===== config.mk =====
export PLATFORM = sky130hd
export DESIGN_NAME = pausable_timer_bank
export DESIGN_NICKNAME = d
export VERILOG_FILES = /design/src/ptb_pkg.sv /design/src/ptb_front.sv /design/src/ptb_fifo.sv /design/src/ptb_back.sv /design/src/pausable_timer_bank.sv
export SDC_FILE = /design/constraint.sdc
export NUM_CORES = 2
export LEC_CHECK = 0
export BUFFER_PORTS_ARGS = -buffer_cell sky130_fd_sc_hd__buf_2
export CORE_MARGIN = 3
export CORE_UTILIZATION = 55
export CTS_CLUSTER_DIAMETER = 50
export DETAILED_ROUTE_END_ITERATION = 8
export PLACE_DENSITY = 0.75
export REMOVE_ABC_BUFFERS = 1
export SETUP_SLACK_MARGIN = 0.02
export SLEW_MARGIN = 30
export SYNTH_ARGS = -nofsm -noshare
export SYNTH_HDL_FRONTEND = slang
export SYNTH_SLANG_ARGS = --single-unit

===== constraint.sdc =====
create_clock -name clk -period 15 [get_ports clk]
set_clock_uncertainty 0.1 [all_clocks]
set_input_delay 3 -clock clk [delete_from_list [all_inputs] [get_ports clk]]
set_output_delay 3 -clock clk [all_outputs]
set_load 0.05 [all_outputs]

===== src/ptb_pkg.sv =====
package ptb_pkg;

    localparam int NUM_TIMERS  = 8;
    localparam int TICK_WIDTH  = 32;
    localparam int IDX_W       = 3;
    localparam int ACTION_W    = 3;
    localparam int LIMIT_W     = 33;
    localparam int ELAPSED_W   = 32;
    localparam int IN_DATA_W   = 8;
    localparam int OUT_DATA_W  = 40;
    localparam int FIFO_DEPTH  = 4;
    localparam int FIFO_AW     = 2;

    localparam logic [ACTION_W-1:0] ACT_TICK      = 3'd0;
    localparam logic [ACTION_W-1:0] ACT_START     = 3'd1;
    localparam logic [ACTION_W-1:0] ACT_STOP      = 3'd2;
    localparam logic [ACTION_W-1:0] ACT_START_ALL = 3'd3;
    localparam logic [ACTION_W-1:0] ACT_STOP_ALL  = 3'd4;
    localparam logic [ACTION_W-1:0] ACT_PAUSE     = 3'd5;
    localparam logic [ACTION_W-1:0] ACT_RESUME    = 3'd6;
    localparam logic [ACTION_W-1:0] ACT_QUERY     = 3'd7;

    typedef logic [TICK_WIDTH-1:0] tick_t;
    typedef logic [LIMIT_W-1:0]    limit_t;

    // One decoded command as it travels from the front to the back.
    typedef struct packed {
        logic [ACTION_W-1:0] action;
        logic [IDX_W-1:0]    idx;
    } cmd_t;

    // Handshake between a producer and a consumer of commands.
    typedef struct packed {
        logic valid;
        cmd_t cmd;
    } cmd_beat_t;

endpackage


===== src/ptb_front.sv =====
module ptb_front (
    input  logic                         s_tvalid,
    output logic                         s_tready,
    input  logic [ptb_pkg::IN_DATA_W-1:0] s_tdata,   // action[2:0], timer_index[5:3], pad
    output ptb_pkg::cmd_beat_t           push,
    input  logic                         push_ready
);
    import ptb_pkg::*;

    logic [ACTION_W-1:0] action;
    logic [IDX_W-1:0]    idx;
    logic                idx_ok;
    logic                needs_idx;
    logic                beat;

    assign action = s_tdata[ACTION_W-1:0];
    assign idx    = s_tdata[ACTION_W+IDX_W-1:ACTION_W];
    assign beat   = s_tvalid && s_tready;

    // Tick and the all-timer actions ignore the index.
    always_comb
    begin
        case (action)
            ACT_TICK, ACT_START_ALL, ACT_STOP_ALL: needs_idx = 1'b0;
            default:                               needs_idx = 1'b1;
        endcase
    end

    assign idx_ok   = (int'(idx) < NUM_TIMERS);
    assign s_tready = push_ready;

    // Commands that address a timer which does not exist are dropped here.
    always_comb
    begin
        push.valid      = beat && (idx_ok || !needs_idx);
        push.cmd.action = action;
        push.cmd.idx    = needs_idx ? idx : '0;
    end

endmodule


===== src/ptb_fifo.sv =====
module ptb_fifo (
    input  logic               clk,
    input  logic               rst_n,
    input  ptb_pkg::cmd_beat_t push,
    output logic               push_ready,
    output ptb_pkg::cmd_beat_t head,
    input  logic               pop
);
    import ptb_pkg::*;

    cmd_t                 mem_reg [FIFO_DEPTH];
    logic [FIFO_AW-1:0]   wr_ptr_reg;
    logic [FIFO_AW-1:0]   rd_ptr_reg;
    logic [FIFO_AW:0]     count_reg;
    logic                 do_push;
    logic                 do_pop;

    assign push_ready = (count_reg != FIFO_AW'(0) + (FIFO_AW+1)'(FIFO_DEPTH));
    assign do_push    = push.valid && push_ready;
    assign do_pop     = pop && (count_reg != '0);
    assign head.valid = (count_reg != '0);
    assign head.cmd   = mem_reg[rd_ptr_reg];

    always_ff @(posedge clk)
    begin
        if (do_push)
        begin
            mem_reg[wr_ptr_reg] <= push.cmd;
        end
    end

    always_ff @(posedge clk or negedge rst_n)
    begin
        if (!rst_n)
        begin
            wr_ptr_reg <= '0;
            rd_ptr_reg <= '0;
            count_reg  <= '0;
        end
        else
        begin
            if (do_push)
            begin
                wr_ptr_reg <= wr_ptr_reg + 1'b1;
            end
            if (do_pop)
            begin
                rd_ptr_reg <= rd_ptr_reg + 1'b1;
            end
            if (do_push && !do_pop)
            begin
                count_reg <= count_reg + 1'b1;
            end
            else if (do_pop && !do_push)
            begin
                count_reg <= count_reg - 1'b1;
            end
        end
    end

endmodule


===== src/ptb_back.sv =====
module ptb_back (
    input  logic                          clk,
    input  logic                          rst_n,
    input  ptb_pkg::cmd_beat_t            head,
    output logic                          pop,
    input  logic                          cfg_we,
    input  logic [ptb_pkg::IDX_W-1:0]     cfg_index,
    input  logic [ptb_pkg::LIMIT_W-1:0]   cfg_data,
    output logic                          m_tvalid,
    input  logic                          m_tready,
    output logic [ptb_pkg::OUT_DATA_W-1:0] m_tdata
);
    import ptb_pkg::*;

    tick_t  tick_now_reg;
    tick_t  start_reg   [NUM_TIMERS];
    tick_t  total_reg   [NUM_TIMERS];
    tick_t  begin_reg   [NUM_TIMERS];
    logic   paused_reg  [NUM_TIMERS];
    logic   active_reg  [NUM_TIMERS];
    limit_t limit_reg   [NUM_TIMERS];

    logic                 out_valid_reg;
    logic [ELAPSED_W-1:0] out_elapsed_reg;
    logic                 out_expired_reg;
    logic                 out_active_reg;
    logic                 out_paused_reg;

    cmd_t   cmd;
    tick_t  elapsed;
    limit_t q_limit;
    logic   expired;
    logic   is_query;

    assign cmd      = head.cmd;
    assign is_query = (cmd.action == ACT_QUERY);
    assign pop      = head.valid && (!is_query || !out_valid_reg || m_tready);

    // Elapsed time excludes only completed pauses.
    assign elapsed = tick_now_reg - start_reg[cmd.idx] - total_reg[cmd.idx];
    assign q_limit = limit_reg[cmd.idx];
    assign expired = q_limit[LIMIT_W-1] ||
                     ({1'b0, elapsed} > q_limit);

    always_ff @(posedge clk or negedge rst_n)
    begin
        if (!rst_n)
        begin
            for (int i = 0; i < NUM_TIMERS; i++)
            begin
                limit_reg[i] <= '1;
            end
        end
        else if (cfg_we && (int'(cfg_index) < NUM_TIMERS))
        begin
            limit_reg[cfg_index] <= cfg_data;
        end
    end

    always_ff @(posedge clk or negedge rst_n)
    begin
        if (!rst_n)
        begin
            tick_now_reg <= '0;
            for (int i = 0; i < NUM_TIMERS; i++)
            begin
                start_reg[i]  <= '0;
                total_reg[i]  <= '0;
                begin_reg[i]  <= '0;
                paused_reg[i] <= 1'b0;
                active_reg[i] <= 1'b0;
            end
        end
        else if (pop)
        begin
            case (cmd.action)
                ACT_TICK:
                begin
                    tick_now_reg <= tick_now_reg + 1'b1;
                end
                ACT_START:
                begin
                    start_reg[cmd.idx]  <= tick_now_reg;
                    total_reg[cmd.idx]  <= '0;
                    active_reg[cmd.idx] <= 1'b1;
                end
                ACT_STOP:
                begin
                    total_reg[cmd.idx]  <= '0;
                    active_reg[cmd.idx] <= 1'b0;
                end
                ACT_START_ALL:
                begin
                    for (int i = 0; i < NUM_TIMERS; i++)
                    begin
                        start_reg[i]  <= tick_now_reg;
                        total_reg[i]  <= '0;
                        active_reg[i] <= 1'b1;
                    end
                end
                ACT_STOP_ALL:
                begin
                    for (int i = 0; i < NUM_TIMERS; i++)
                    begin
                        total_reg[i]  <= '0;
                        active_reg[i] <= 1'b0;
                    end
                end
                ACT_PAUSE:
                begin
                    if (!paused_reg[cmd.idx])
                    begin
                        begin_reg[cmd.idx]  <= tick_now_reg;
                        paused_reg[cmd.idx] <= 1'b1;
                    end
                end
                ACT_RESUME:
                begin
                    if (paused_reg[cmd.idx])
                    begin
                        total_reg[cmd.idx]  <= total_reg[cmd.idx] +
                                               (tick_now_reg - begin_reg[cmd.idx]);
                        paused_reg[cmd.idx] <= 1'b0;
                    end
                end
                default:
                begin
                end
            endcase
        end
    end

    // Result register: a query is popped only when this slot is free or
    // draining in the same cycle.
    always_ff @(posedge clk or negedge rst_n)
    begin
        if (!rst_n)
        begin
            out_valid_reg <= 1'b0;
        end
        else if (pop && is_query)
        begin
            out_valid_reg <= 1'b1;
        end
        else if (m_tready)
        begin
            out_valid_reg <= 1'b0;
        end
    end

    always_ff @(posedge clk)
    begin
        if (pop && is_query)
        begin
            out_elapsed_reg <= elapsed[ELAPSED_W-1:0];
            out_expired_reg <= expired;
            out_active_reg  <= active_reg[cmd.idx];
            out_paused_reg  <= paused_reg[cmd.idx];
        end
    end

    assign m_tvalid = out_valid_reg;
    assign m_tdata  = {5'b0, out_paused_reg, out_active_reg, out_expired_reg,
                       out_elapsed_reg};

endmodule


===== src/pausable_timer_bank.sv =====
// Bank of eight stopwatch timers whose time base is a stream of tick beats.
//
// Input stream (s_tvalid/s_tready/s_tdata): each beat carries an action and
// a timer index. Actions are tick, start, stop, start all, stop all, pause,
// resume and query. Only a query produces an output beat.
// Output stream (m_tvalid/m_tready/m_tdata): elapsed ticks, the expired flag
// and the timer's active and paused flags.
// Configuration: cfg_we writes cfg_data into the expiry limit selected by
// cfg_index; a negative limit means the timer is always expired.
//
// A front stage decodes beats into a four-entry command queue; the back
// stage executes one command per cycle, so the sustained rate is one beat
// per clock while no query waits for the result slot. A query's beat is
// queued, then its result is registered in the output register that drives
// m_tvalid. That register holds a result while the receiver stalls; other
// commands keep executing behind it, and a query waits in the queue until
// the result slot frees. When the queue is full, s_tready drops.
// Reset clears the tick count, all timer state and the queue, and sets all
// limits to -1.
module pausable_timer_bank (
    input  logic                           clk,
    input  logic                           rst_n,
    input  logic                           s_tvalid,
    output logic                           s_tready,
    input  logic [ptb_pkg::IN_DATA_W-1:0]  s_tdata,   // action[2:0], timer_index[5:3], zero pad
    output logic                           m_tvalid,
    input  logic                           m_tready,
    output logic [ptb_pkg::OUT_DATA_W-1:0] m_tdata,   // elapsed_ticks[31:0], expired[32],
                                                      // active[33], paused[34], zero pad
    input  logic                           cfg_we,
    input  logic [ptb_pkg::IDX_W-1:0]      cfg_index,
    input  logic [ptb_pkg::LIMIT_W-1:0]    cfg_data
);
    import ptb_pkg::*;

    cmd_beat_t push;
    cmd_beat_t head;
    logic      push_ready;
    logic      pop;

    // Decode and filter incoming beats.
    ptb_front u_front (
        .s_tvalid   (s_tvalid),
        .s_tready   (s_tready),
        .s_tdata    (s_tdata),
        .push       (push),
        .push_ready (push_ready)
    );

    // Short queue that decouples the input side from result stalls.
    ptb_fifo u_fifo (
        .clk        (clk),
        .rst_n      (rst_n),
        .push       (push),
        .push_ready (push_ready),
        .head       (head),
        .pop        (pop)
    );

    // Timer state, limits and the result register.
    ptb_back u_back (
        .clk       (clk),
        .rst_n     (rst_n),
        .head      (head),
        .pop       (pop),
        .cfg_we    (cfg_we),
        .cfg_index (cfg_index),
        .cfg_data  (cfg_data),
        .m_tvalid  (m_tvalid),
        .m_tready  (m_tready),
        .m_tdata   (m_tdata)
    );

endmodule


==> reports/results.tsv <==
metric	value	unit
status	finished clean	
ys_ff_latch	1147	
route.detailed.drc	0	
htree_num_levels	4	
yosys.cell_types.count	73	
critPathTopFamily	compound AO/OA/AOI/OAI gates	
grt_pass1_wl	253000	µm
viasPerCell	6.60	
worstHoldPathType	register to register	
r2r-start	u_fifo.rd_ptr_reg[0]	
numCtsBuffers	130	
synthCells	4913	
start_kind	register	
crit_slowest_cell	mux4_4	
yosysSeqAreaShare	0.547	
place.gp.congestion	0.946	
synth_commonest_cells	dfrtp_1 (824), nand2_1 (769), o21ai_0 (525)	
fmax	106	MHz
clockBufferDepth	3	
cts_tree	built	
die_y	318	µm
grt_pass1_vias	40800	
critPathMaxStageDelay	1080	ps
n_fill_cell	7443	
io_pins	91	
slew_headroom	0.288	
clock_latency	740	ps
synth.avg_cell_area	10.9	µm²
ys_warn_count	0	
hold_path_depth	1	
grt-ovfl-total	0	
critical_path_class	register to register	
slew_viol_final	0	
synth_top_area_cell	dfrtp_1	
drive_above_1_share	0.215	
path_clk_slew	60	ps
multi_input_area	22700	µm²
drt_iter0_markers	5240	
grt_max_degree	175	
core-area	95900	µm²
cts_hold_buf	0	
cp.buffers_inverters	2	
wl_per_cell	26.6	µm
reg2regPathDepth	25	
root_buffer	clkbuf_16	
worstPathMaxFanout	34	
largest_register_ffs	264	
design.die.area	101000	µm²
area_growth	11.8	%
report.final.hold_viol_count	0	
cts_sinks	1147	
synth_edf_count	59	
num_rows	113	
period_share	0.627	
synth_flop_cell	dfrtp_1	
placedCellCount	6023	
synth.most_common_cell	dfrtp_1	
hp-start	u_back.tick_now_reg[22]	
worst-path-stages	25	
portBuffers	83	
critPathRequiredTime	15360	ps
synth.cell_area	53600	µm²
rsz0062_at_grt	false	
finalSetupViolations	0	
instances_no_fill	6261	
seq_area	29300	µm²
crit_path_end_kind	register	
synthArstFlopShare	0.949	
die_x	318	µm
arrival	9770	ps
nNetsFinal	5109	
vias	41300	
tns	0	ps
cap_violations	0	
synthTopCellsByArea	dfrtp_1 (38%), dfstp_2 (13%), mux2_2 (7.1%)	
hpwl	98800	µm
post-route-min-period	9400	ps
drt_wl_total	167000	µm
synth_top_area_frac	0.385	
cp_common_cell	o21ai_0	
post-cts-setup-buffers	0	
antenna_found_initial	4	
post_cts_resized	0	
ant_nets	0	
start_util	0.559	
worstSetupStartpoint	u_fifo.rd_ptr_reg[0]	
tightest_slew	1070	ps
first_pass_iters	6	
grt_usage	0.325	
final timing paths:
kind | endpoint | slack, ps
max in group asynchronous | u_back.begin_reg[11] | 10170
min in group asynchronous | u_back.limit_reg[257] | 2370
hold / removal | u_back.tick_now_reg[22] | 380
setup reg to reg | u_back.out_expired_reg | 5600
setup / recovery | u_back.out_expired_reg | 5600
hold reg to reg | u_back.tick_now_reg[22] | 380
per-stage QoR:
step | setup WS, ps | hold slack [ps] | cell area (µm²) | utilization
floorplan | 3750 | 344 | 52200 | -
global route | 5300 | 394 | 59900 | 0.625
finish | 5600 | 375 | 59900 | 0.625
global placement | 5660 | 358 | 55300 | 0.577
CTS | 5760 | 377 | 59700 | 0.623
detailed placement | 5860 | 369 | 55400 | 0.578
final cells by class:
cell class,count,share of cell area
Sequential cell,1147,0.490
Inverter,162,0.0102
Clock buffer,191,0.0629
Timing Repair Buffer,188,0.0228
Multi-Input combinational cell,3265,0.379
Antenna cell,1,0.0000418
Tap cell,1265,0.0264
Clock inverter,42,0.00850
layout by cell type, fill, tap and decap left out, types with 12 or more instances in the layout:
cell type and n:
edfxtp_1 59, mux2i_1 22, dfstp_2 264, nand4_1 39
o21ai_4 13, clkbuf_16 133, o21ai_0 524, fa_1 63
o22ai_1 73, inv_1 148, a221oi_1 60, a21oi_1 180
buf_2 82, a21o_1 39, mux4_2 12, clkinv_1 14
a22o_1 191, nand2_1 761, a31oi_1 14, dfrtp_1 823
ha_1 103, nor2_1 125, buf_4 91, xor2_1 24
nor3_1 22, and3_1 55, clkbuf_8 22, a211oi_1 40
nand3_1 40, a222oi_1 23, o21a_1 15, mux2_2 337
xnor2_1 71, a22oi_1 220, clkbuf_1 36
logic make-up after synthesis:
logic type      after synthesis  synth area share
fa+ha+maj                   166            0.0476
mux                         372            0.0804
simple gates               1153            0.0926
flops                      1147             0.547
xor+xnor                    101            0.0167
buf+inv                     505            0.0367
compound gates             1468             0.179
other cells                   1         0.0000700
metal layers:
layer / global-route usage / wire length (µm)
met1: 0.438 / 65200
met2: 0.495 / 74500
met3: 0.0873 / 18900
met4: 0.150 / 8130
met5: 0 / 0
Power is not shown: default switching activity piles up to over one toggle a cycle in this logic, so the estimate is an artifact.
